==> src/hw/rtl/qsched_pkg.sv <==
// Shared types and constants for the round-robin quantum scheduler.
package qsched_pkg;

    localparam int PID_W       = 4;
    localparam int BURST_W     = 16;
    localparam int QUANTUM_W   = 8;
    localparam int PORT_TIME_W = 16;
    localparam int STATUS_W    = 2;

    localparam logic [QUANTUM_W-1:0] QUANTUM_RESET = 8'd2;

    localparam logic MODE_ARRIVAL = 1'b0;
    localparam logic MODE_TICK    = 1'b1;

    typedef enum logic [STATUS_W-1:0] {
        STATUS_OK         = 2'd0,
        STATUS_ACTIVE     = 2'd1,
        STATUS_ZERO_BURST = 2'd2
    } status_t;

    // ready-queue control from the sequencer
    typedef struct packed {
        logic push;
        logic rd;
        logic pop;
    } qctl_t;

    typedef struct packed {
        logic empty;
        logic full;
    } qstat_t;

    typedef struct packed {
        logic busy;
        logic done;
    } divstat_t;

endpackage

==> src/hw/rtl/qsched_queue.sv <==
// Circular FIFO of process ids (ready queue) with registered head read.
module qsched_queue #(
    parameter int MAX_PROCS = 16,
    localparam int ID_W = $clog2(MAX_PROCS)
) (
    input  logic              aclk,
    input  logic              aresetn,
    input  qsched_pkg::qctl_t ctl,
    input  logic [ID_W-1:0]   push_id,
    output logic [ID_W-1:0]   head_id,
    output qsched_pkg::qstat_t stat
);
    import qsched_pkg::*;

    localparam int CNT_W = $clog2(MAX_PROCS + 1);
    localparam logic [ID_W-1:0]  LAST_IDX = ID_W'(MAX_PROCS - 1);
    localparam logic [CNT_W-1:0] FULL_CNT = CNT_W'(MAX_PROCS);

    logic [ID_W-1:0]  mem [MAX_PROCS];
    logic [ID_W-1:0]  head_reg, head_next;
    logic [ID_W-1:0]  tail_reg, tail_next;
    logic [CNT_W-1:0] count_reg, count_next;
    logic [ID_W-1:0]  rdata_reg;

    always_comb begin
        head_next  = head_reg;
        tail_next  = tail_reg;
        count_next = count_reg;
        if (ctl.push) begin
            tail_next = (tail_reg == LAST_IDX) ? '0 : tail_reg + 1'b1;
        end
        if (ctl.pop) begin
            head_next = (head_reg == LAST_IDX) ? '0 : head_reg + 1'b1;
        end
        if (ctl.push && !ctl.pop) begin
            count_next = count_reg + 1'b1;
        end else if (ctl.pop && !ctl.push) begin
            count_next = count_reg - 1'b1;
        end
    end

    always_ff @(posedge aclk) begin
        if (!aresetn) begin
            head_reg  <= '0;
            tail_reg  <= '0;
            count_reg <= '0;
        end else begin
            head_reg  <= head_next;
            tail_reg  <= tail_next;
            count_reg <= count_next;
        end
    end

    always_ff @(posedge aclk) begin
        if (ctl.push) begin
            mem[tail_reg] <= push_id;
        end
        if (ctl.rd) begin
            rdata_reg <= mem[head_reg];
        end
    end

    assign head_id    = rdata_reg;
    assign stat.empty = (count_reg == '0);
    assign stat.full  = (count_reg == FULL_CNT);

endmodule

==> src/hw/rtl/qsched_div.sv <==
// Restoring divider, one quotient bit per cycle, for weighted turnaround.
module qsched_div #(
    parameter int N_W = 16
) (
    input  logic                          aclk,
    input  logic                          aresetn,
    input  logic                          start,
    input  logic [N_W-1:0]                dividend,
    input  logic [qsched_pkg::BURST_W-1:0] divisor,
    output logic [N_W-1:0]                quotient,
    output qsched_pkg::divstat_t          stat
);
    import qsched_pkg::*;

    localparam int CNT_W = $clog2(N_W + 1);

    logic [BURST_W:0]   rem_reg, rem_next;
    logic [N_W-1:0]     quo_reg, quo_next;
    logic [CNT_W-1:0]   cnt_reg, cnt_next;
    logic               busy_reg, busy_next;
    logic               done_reg, done_next;
    logic [BURST_W:0]   trial;
    logic               fits;

    assign trial = {rem_reg[BURST_W-1:0], quo_reg[N_W-1]};
    assign fits  = (trial >= {1'b0, divisor});

    always_comb begin
        rem_next  = rem_reg;
        quo_next  = quo_reg;
        cnt_next  = cnt_reg;
        busy_next = busy_reg;
        done_next = 1'b0;
        if (start) begin
            rem_next  = '0;
            quo_next  = dividend;
            cnt_next  = CNT_W'(N_W);
            busy_next = 1'b1;
        end else if (busy_reg) begin
            rem_next = fits ? (trial - {1'b0, divisor}) : trial;
            quo_next = {quo_reg[N_W-2:0], fits};
            cnt_next = cnt_reg - 1'b1;
            if (cnt_reg == CNT_W'(1)) begin
                busy_next = 1'b0;
                done_next = 1'b1;
            end
        end
    end

    always_ff @(posedge aclk) begin
        if (!aresetn) begin
            busy_reg <= 1'b0;
            done_reg <= 1'b0;
            cnt_reg  <= '0;
        end else begin
            busy_reg <= busy_next;
            done_reg <= done_next;
            cnt_reg  <= cnt_next;
        end
        rem_reg <= rem_next;
        quo_reg <= quo_next;
    end

    assign quotient  = quo_reg;
    assign stat.busy = busy_reg;
    assign stat.done = done_reg;

endmodule

==> src/hw/rtl/round_robin_quantum_scheduler_core.sv <==
// Round-robin time-slice scheduler: sequencer, process table and result register.
//
// Input channel (s_*): one word is either an arrival (s_mode 0: s_proc_id,
// s_burst_length) or one tick of execution (s_mode 1). Each accepted word
// produces exactly one result word on the m_* channel.
// cfg_data sets the quantum (ticks per time slice, 0 acts as 1); cfg_ready
// is always high and cfg_data is taken whenever cfg_valid is high, even mid-word.
// An arrival passes the check step and then the output step. A tick passes
// requeue and select, a pop when a process is taken from the queue, the run
// step, an update when a process holds the CPU, and the output step; when the
// running process completes, the bit-serial divider that forms the weighted
// turnaround runs between update and output. One word is processed at a time:
// s_ready is high only while the sequencer is idle, so the next word is
// accepted in the cycle after the result is loaded.
// The result sits in an output register; the next word is accepted while it
// waits, and a stalled receiver only holds the sequencer at its final step.
// Reset (aresetn low, synchronous) clears the clock, the queue, all active
// flags and sets the quantum to 2. Table contents need no clearing.
module round_robin_quantum_scheduler_core #(
    parameter int MAX_PROCS = 16,
    parameter int TIME_BITS = 16
) (
    input  logic                              aclk,
    input  logic                              aresetn,
    input  logic                              s_valid,
    output logic                              s_ready,
    input  logic                              s_mode,
    input  logic [qsched_pkg::PID_W-1:0]      s_proc_id,
    input  logic [qsched_pkg::BURST_W-1:0]    s_burst_length,
    output logic                              m_valid,
    input  logic                              m_ready,
    output logic [qsched_pkg::STATUS_W-1:0]   m_status,
    output logic [qsched_pkg::PORT_TIME_W-1:0] m_current_time,
    output logic                              m_running_valid,
    output logic [qsched_pkg::PID_W-1:0]      m_running_id,
    output logic                              m_finished,
    output logic [qsched_pkg::PID_W-1:0]      m_finished_id,
    output logic [qsched_pkg::PORT_TIME_W-1:0] m_turnaround,
    output logic [qsched_pkg::PORT_TIME_W-1:0] m_weighted_turnaround,
    input  logic                              cfg_valid,
    output logic                              cfg_ready,
    input  logic [qsched_pkg::QUANTUM_W-1:0]  cfg_data
);
    import qsched_pkg::*;

    localparam int ID_W = $clog2(MAX_PROCS);

    typedef enum logic [3:0] {
        ST_IDLE,
        ST_ARRIVE,
        ST_REQUEUE,
        ST_SELECT,
        ST_POP,
        ST_RUN,
        ST_UPDATE,
        ST_DIVIDE,
        ST_EMIT
    } state_t;

    state_t state_reg, state_next;

    logic [PID_W-1:0]     pid_reg, pid_next;
    logic [BURST_W-1:0]   burst_reg, burst_next;
    logic [MAX_PROCS-1:0] active_reg, active_next;
    logic [TIME_BITS-1:0] time_reg, time_next;
    logic [ID_W-1:0]      holder_reg, holder_next;
    logic                 present_reg, present_next;
    logic [QUANTUM_W-1:0] slice_reg, slice_next;
    logic                 rq_pending_reg, rq_pending_next;
    logic [ID_W-1:0]      rq_holder_reg, rq_holder_next;
    logic [QUANTUM_W-1:0] quantum_reg;

    status_t              res_status_reg, res_status_next;
    logic                 res_run_reg, res_run_next;
    logic                 res_fin_reg, res_fin_next;
    logic [TIME_BITS-1:0] res_ta_reg, res_ta_next;
    logic [TIME_BITS-1:0] res_wt_reg, res_wt_next;

    logic                   out_valid_reg;
    status_t                out_status_reg;
    logic [PORT_TIME_W-1:0] out_time_reg;
    logic                   out_run_reg;
    logic [PID_W-1:0]       out_run_id_reg;
    logic                   out_fin_reg;
    logic [PID_W-1:0]       out_fin_id_reg;
    logic [PORT_TIME_W-1:0] out_ta_reg;
    logic [PORT_TIME_W-1:0] out_wt_reg;
    logic                   emit;

    // process table
    logic [BURST_W-1:0]   rem_mem [MAX_PROCS];
    logic [TIME_BITS-1:0] arr_mem [MAX_PROCS];
    logic [BURST_W-1:0]   bur_mem [MAX_PROCS];
    logic [BURST_W-1:0]   rem_rd_reg;
    logic [TIME_BITS-1:0] arr_rd_reg;
    logic [BURST_W-1:0]   bur_rd_reg;
    logic                 rem_we;
    logic [ID_W-1:0]      rem_waddr;
    logic [BURST_W-1:0]   rem_wdata;
    logic                 arrive_we;

    qctl_t                qctl;
    qstat_t               qstat;
    logic [ID_W-1:0]      q_push_id;
    logic [ID_W-1:0]      q_head_id;

    logic                 div_start;
    logic [TIME_BITS-1:0] div_quo;
    divstat_t             dstat;

    logic [ID_W-1:0]      pid_idx;
    logic                 pid_in_range;
    logic [QUANTUM_W-1:0] q_eff;
    logic [BURST_W-1:0]   rem_dec;
    logic [QUANTUM_W-1:0] slice_inc;
    logic [TIME_BITS-1:0] ta_calc;

    assign pid_idx      = ID_W'(pid_reg);
    assign pid_in_range = ({28'd0, pid_reg} < 32'(MAX_PROCS));
    assign q_eff        = (quantum_reg == '0) ? QUANTUM_W'(1) : quantum_reg;
    assign rem_dec      = (rem_rd_reg != '0) ? rem_rd_reg - 1'b1 : '0;
    assign slice_inc    = slice_reg + 1'b1;
    assign ta_calc      = time_reg - arr_rd_reg;
    assign emit         = (state_reg == ST_EMIT) && (!out_valid_reg || m_ready);

    qsched_queue #(
        .MAX_PROCS(MAX_PROCS)
    ) u_queue (
        .aclk    (aclk),
        .aresetn (aresetn),
        .ctl     (qctl),
        .push_id (q_push_id),
        .head_id (q_head_id),
        .stat    (qstat)
    );

    qsched_div #(
        .N_W(TIME_BITS)
    ) u_div (
        .aclk     (aclk),
        .aresetn  (aresetn),
        .start    (div_start),
        .dividend (ta_calc),
        .divisor  (bur_rd_reg),
        .quotient (div_quo),
        .stat     (dstat)
    );

    always_comb begin
        state_next      = state_reg;
        pid_next        = pid_reg;
        burst_next      = burst_reg;
        active_next     = active_reg;
        time_next       = time_reg;
        holder_next     = holder_reg;
        present_next    = present_reg;
        slice_next      = slice_reg;
        rq_pending_next = rq_pending_reg;
        rq_holder_next  = rq_holder_reg;
        res_status_next = res_status_reg;
        res_run_next    = res_run_reg;
        res_fin_next    = res_fin_reg;
        res_ta_next     = res_ta_reg;
        res_wt_next     = res_wt_reg;
        qctl            = '0;
        q_push_id       = pid_idx;
        div_start       = 1'b0;
        rem_we          = 1'b0;
        rem_waddr       = holder_reg;
        rem_wdata       = rem_dec;
        arrive_we       = 1'b0;

        case (state_reg)
            ST_IDLE: begin
                if (s_valid) begin
                    pid_next        = s_proc_id;
                    burst_next      = s_burst_length;
                    res_status_next = STATUS_OK;
                    res_run_next    = 1'b0;
                    res_fin_next    = 1'b0;
                    res_ta_next     = '0;
                    res_wt_next     = '0;
                    state_next      = (s_mode == MODE_TICK) ? ST_REQUEUE : ST_ARRIVE;
                end
            end
            ST_ARRIVE: begin
                if (burst_reg == '0) begin
                    res_status_next = STATUS_ZERO_BURST;
                end else if (!pid_in_range || active_reg[pid_idx] || qstat.full) begin
                    res_status_next = STATUS_ACTIVE;
                end else begin
                    qctl.push            = 1'b1;
                    active_next[pid_idx] = 1'b1;
                    arrive_we            = 1'b1;
                    rem_we               = 1'b1;
                    rem_waddr            = pid_idx;
                    rem_wdata            = burst_reg;
                end
                state_next = ST_EMIT;
            end
            ST_REQUEUE: begin
                // preempted process goes in behind arrivals made since its slice ended
                if (rq_pending_reg) begin
                    qctl.push       = 1'b1;
                    q_push_id       = rq_holder_reg;
                    rq_pending_next = 1'b0;
                end
                state_next = ST_SELECT;
            end
            ST_SELECT: begin
                if (!present_reg && !qstat.empty) begin
                    qctl.rd    = 1'b1;
                    state_next = ST_POP;
                end else begin
                    state_next = ST_RUN;
                end
            end
            ST_POP: begin
                qctl.pop     = 1'b1;
                holder_next  = q_head_id;
                present_next = 1'b1;
                slice_next   = '0;
                state_next   = ST_RUN;
            end
            ST_RUN: begin
                // table reads for holder_reg land at the end of this cycle
                time_next  = time_reg + 1'b1;
                state_next = present_reg ? ST_UPDATE : ST_EMIT;
            end
            ST_UPDATE: begin
                res_run_next = 1'b1;
                rem_we       = 1'b1;
                if (rem_dec == '0) begin
                    res_fin_next        = 1'b1;
                    res_ta_next         = ta_calc;
                    active_next[holder_reg] = 1'b0;
                    present_next        = 1'b0;
                    slice_next          = '0;
                    div_start           = 1'b1;
                    state_next          = ST_DIVIDE;
                end else if (slice_inc >= q_eff) begin
                    rq_pending_next = 1'b1;
                    rq_holder_next  = holder_reg;
                    present_next    = 1'b0;
                    slice_next      = '0;
                    state_next      = ST_EMIT;
                end else begin
                    slice_next = slice_inc;
                    state_next = ST_EMIT;
                end
            end
            ST_DIVIDE: begin
                if (dstat.done) begin
                    res_wt_next = (bur_rd_reg == '0) ? '0 : div_quo;
                    state_next  = ST_EMIT;
                end
            end
            ST_EMIT: begin
                if (emit) begin
                    state_next = ST_IDLE;
                end
            end
            default: begin
                state_next = ST_IDLE;
            end
        endcase
    end

    always_ff @(posedge aclk) begin
        if (!aresetn) begin
            state_reg      <= ST_IDLE;
            active_reg     <= '0;
            time_reg       <= '0;
            holder_reg     <= '0;
            present_reg    <= 1'b0;
            slice_reg      <= '0;
            rq_pending_reg <= 1'b0;
            rq_holder_reg  <= '0;
            quantum_reg    <= QUANTUM_RESET;
            out_valid_reg  <= 1'b0;
        end else begin
            state_reg      <= state_next;
            active_reg     <= active_next;
            time_reg       <= time_next;
            holder_reg     <= holder_next;
            present_reg    <= present_next;
            slice_reg      <= slice_next;
            rq_pending_reg <= rq_pending_next;
            rq_holder_reg  <= rq_holder_next;
            if (cfg_valid) begin
                quantum_reg <= cfg_data;
            end
            if (emit) begin
                out_valid_reg <= 1'b1;
            end else if (m_ready) begin
                out_valid_reg <= 1'b0;
            end
        end
        pid_reg        <= pid_next;
        burst_reg      <= burst_next;
        res_status_reg <= res_status_next;
        res_run_reg    <= res_run_next;
        res_fin_reg    <= res_fin_next;
        res_ta_reg     <= res_ta_next;
        res_wt_reg     <= res_wt_next;
        if (emit) begin
            out_status_reg <= res_status_reg;
            out_time_reg   <= PORT_TIME_W'(time_reg);
            out_run_reg    <= res_run_reg;
            out_run_id_reg <= res_run_reg ? PID_W'(holder_reg) : '0;
            out_fin_reg    <= res_fin_reg;
            out_fin_id_reg <= res_fin_reg ? PID_W'(holder_reg) : '0;
            out_ta_reg     <= PORT_TIME_W'(res_ta_reg);
            out_wt_reg     <= PORT_TIME_W'(res_wt_reg);
        end
    end

    always_ff @(posedge aclk) begin
        if (rem_we) begin
            rem_mem[rem_waddr] <= rem_wdata;
        end
        if (arrive_we) begin
            arr_mem[pid_idx] <= time_reg;
            bur_mem[pid_idx] <= burst_reg;
        end
        rem_rd_reg <= rem_mem[holder_reg];
        arr_rd_reg <= arr_mem[holder_reg];
        bur_rd_reg <= bur_mem[holder_reg];
    end

    assign s_ready               = (state_reg == ST_IDLE);
    assign cfg_ready             = 1'b1;
    assign m_valid               = out_valid_reg;
    assign m_status              = out_status_reg;
    assign m_current_time        = out_time_reg;
    assign m_running_valid       = out_run_reg;
    assign m_running_id          = out_run_id_reg;
    assign m_finished            = out_fin_reg;
    assign m_finished_id         = out_fin_id_reg;
    assign m_turnaround          = out_ta_reg;
    assign m_weighted_turnaround = out_wt_reg;

`ifndef ASSERT_OFF
    a_push_not_full: assert property (@(posedge aclk) disable iff (!aresetn)
        qctl.push |-> !qstat.full)
        else $error("push into full ready queue");

    a_div_start_idle: assert property (@(posedge aclk) disable iff (!aresetn)
        div_start |-> !dstat.busy)
        else $error("divider restarted while busy");

    a_fin_has_run: assert property (@(posedge aclk) disable iff (!aresetn)
        (m_valid && m_finished) |-> m_running_valid)
        else $error("completion reported without a running process");

    a_reject_quiet: assert property (@(posedge aclk) disable iff (!aresetn)
        (m_valid && (m_status != STATUS_OK)) |-> (!m_running_valid && !m_finished))
        else $error("rejected arrival carries tick fields");

    a_no_push_and_pop: assert property (@(posedge aclk) disable iff (!aresetn)
        qctl.pop |-> (!qctl.push && !qstat.empty))
        else $error("pop from empty queue or together with push");
`endif

endmodule
==> config.mk <==
export PLATFORM = sky130hd
export DESIGN_NAME = round_robin_quantum_scheduler_core
export DESIGN_NICKNAME = d
export VERILOG_FILES = /design/src/hw/rtl/qsched_pkg.sv /design/src/hw/rtl/qsched_queue.sv /design/src/hw/rtl/qsched_div.sv /design/src/hw/rtl/round_robin_quantum_scheduler_core.sv
export SDC_FILE = /design/constraint.sdc
export NUM_CORES = 1
export LEC_CHECK = 0
export BUFFER_PORTS_ARGS = -buffer_cell sky130_fd_sc_hd__buf_2
export CORE_MARGIN = 4
export CORE_UTILIZATION = 55
export DETAILED_ROUTE_END_ITERATION = 10
export GPL_TIMING_DRIVEN = 0
export HOLD_SLACK_MARGIN = 0.15
export PLACE_DENSITY = 0.78
export RECOVER_POWER = 100
export SLEW_MARGIN = 30
export SYNTH_ARGS = -nofsm -noshare
export SYNTH_HDL_FRONTEND = slang
export SYNTH_SLANG_ARGS = --single-unit
==> constraint.sdc <==
create_clock -name aclk -period 10 [get_ports aclk]
set_input_delay 0 -clock aclk [delete_from_list [all_inputs] [get_ports aclk]]
set_output_delay 0 -clock aclk [all_outputs]
set_load 0.1 [all_outputs]
==> qor.txt <==
Largest net degree at the start of global routing - 48
Reg clk slew, reported paths - 0.06 ns
Slowest cell on crit path - nor2_1
Switching share of power - 0.228
Clock power share - 0.401
Lkg Pwr - 0.0161 uW
Worst slack at placement - 5.30 ns
Hold WS - 0.317 ns
Via count - 24100
Most common cell in the synthesized netlist - edfxtp_1
Synth Area in Compound Gates - 0.0353
Post-synth top area share - 0.663
Internal - 7940 uW
Top Registers - arr_mem (256), bur_mem (256), rem_mem (256)
Pwr Density - 206 mW/mm^2
Antenna violations before repair - 0
Worst setup path category - reg -> reg
Syn. warnings - 0
Fillers - 5343
EDFF count, synth - 968
Num CTS Buffers - 107
DRT Pass-1 Iters - 6
Non-filler cells, final - 3843
DRC errors left - 0
Register bit total from synthesis - 1115
Core Area - 0.0790 mm^2
Worst slew pin tran - 2.39 ns
Root buf cell - clkbuf_16
H-tree Lvls - 3
Post-synthesis mux area share - 0.142
WL/cell - 27.4 um
Psw - 2350 uW
Die Y - 290 um
Logic pwr share - 0.070
Resized Gates After CTS - 0
Design Power - 10300 uW
Starting Density - 0.555
Asr flop ratio synth - 0
Slew Viols, Final - 539
Final #Nets - 2790
Worst path required time - 10.26 ns
Share of layout cells above drive strength 1 - 0.174
I/O pin count - 97
Seq/Total Area, Yosys - 0.730
Simple-Gate Fraction of Synth Area - 0.0488
Syn_nets - 2462
Max Fclk - 0.155 GHz
Remaining antenna violation count after routing - 0
Area of the multi-input gates - 0.0111 mm^2
Full die area - 0.0843 mm^2
All-Layer GR Usage - 0.249
Vias in the first global route - 24300
# clock sinks - 1115
Post-Route WL - 105000 um
Delay of the slowest cell on the worst path - 0.99 ns
Unique masters post-synth - 68
Max cap viols - 31
Critical path, cell by cell - clkbuf_1, mux4_2, mux4_2, and3b_1, clkbuf_1, nand3_1, nor2_1, clkbuf_1, clkbuf_1
Final setup viols - 0
Seq pwr share - 0.528
Commonest cells in the synthesized netlist - edfxtp_1, mux4_2, dfxtp_1, nor2_1, nand2_1
Crit start category - register
Worst-skew pair later-pin latency - 0.67 ns
Adder-Cell Fraction of Synth Area - 0.0165
Hold WC Path Type - in -> reg
Violated checks - max-capacitance violations, max-slew violations
Largest family of logic cells by synthesized area - multiplexers
Status - complete, but fails checks
Global route overflow - 0
Vias per inst - 6.26
# hold bufs at CTS - 75
CP Max Fanout - 13
Delay-heaviest family, CP - buffers and inverters
Register-to-Register Setup Slack - 3.57 ns
Post-Syn Area - 0.0438 mm^2
Syn avg cell area - 18.5 um^2
Setup TNS Final - 0 ns
Seq. cell area - 0.0320 mm^2
Slew HR - -0.594
CP Capture Type - register
Post-Syn Instances - 2372
Placed insts - 3565
CTS tree - done
Min Tclk post-route - 6.43 ns
VDD IR max - 0.146 mV
Main synth FF type - edfxtp_1
Cell repeated most along the worst path - clkbuf_1
RSZ-0062 raised after global routing - no
DPL Wire Length - 68400 um
Diode count - 0
Area grow syn2layout - 14.2%
Clk_skew - 0.0330 ns
WP data arrival - 6.69 ns
Iter 0 DRT Violations - 3101
WP buf/inv - 4
CTS Buffer Depth - 3
First-pass GRT wire length - 157000 um
Die width - 290 um
Hold Violations, Final - 0
Rows - 103
PortBufs - 94
Period utilization - 0.643
Synth area leaders - edfxtp_1, mux4_2, dfxtp_1
Final setup margin - 3.57 ns
GP Congestion - 0.913
Post-Synth XOR/XNOR Area - 0.0124
Setup Fix Bufs, Post-CTS - 0
Synth area leader - edfxtp_1
per-stage QoR:
step	util	cell area (um^2)
3_5_place_dp	0.593	46800
3_3_place_gp	0.578	45600
2_1_floorplan	-	43800
6_report	0.634	50100
4_1_cts	0.648	51200
5_1_grt	0.634	50100
cell families after synthesis:
family,count (synthesis)
other,1
xor gates and xnor gates,62
adders and majority gates,56
and+or+nand+nor,440
AOI/OAI and AO/OA,239
buffers and inverters,169
DFF,1115
muxes,290
cells in the final DEF (no fill, tap or decap), types with 34 or more instances in the layout:
| cell type | count |
|---|---|
| dfxtp_1 | 147 |
| clkbuf_1 | 221 |
| inv_1 | 60 |
| mux4_2 | 265 |
| dlygate4sd3_1 | 75 |
| clkbuf_16 | 108 |
| a21oi_1 | 74 |
| xnor2_1 | 34 |
| edfxtp_1 | 968 |
| ha_1 | 53 |
| nand2_1 | 109 |
| nor2_1 | 143 |
| nor3_1 | 39 |
| o21ai_0 | 51 |
area by class of cell:
type	instances	area share
Clock inverter	61	0.0146
Inverter	61	0.00457
Sequential cell	1115	0.640
Buffer	108	0.00872
Multi-Input combinational cell	1088	0.222
Timing Repair Buffer	219	0.0265
Tap cell	1050	0.0262
Clock buffer	141	0.0579
final timing paths:
check	start	to	cells past startpoint
setup / recovery	pid_idx[0]	bur_mem[15][4]	9
hold / removal	m_ready	m_valid	4
setup reg to reg	pid_idx[0]	bur_mem[15][4]	9
hold reg to reg	res_wt_reg[7]	m_weighted_turnaround[7]	0
power groups by stage:
stage / sequential [uW] / clock, uW / combinational, uW
floorplan: 5550 / 0 / 404
global placement: 5520 / 0 / 655
detailed placement: 5520 / 0 / 738
CTS: 5430 / 4170 / 769
global route: 5450 / 4390 / 772
finish: 5430 / 4130 / 724
layer usage:
metal / global-route usage / part of all wire / vias to the layer above
li1: - / - / 10100
met1: 0.331 / 0.37 / 12300
met2: 0.419 / 0.50 / 1364
met3: 0.0439 / 0.088 / 276
met4: 0.0870 / 0.039 / 0
met5: 0 / 0 / -
worst register-to-register path, delay by kind of cell, from the launching register on:
kind | cells | cell delay, ns
buffers and inverters | 4 | 2.70
AND/OR/NAND/NOR | 3 | 1.70
multiplexers | 2 | 1.10
flip-flops | 1 | 0.50
Note: power is estimated with default switching activity, not from simulation.
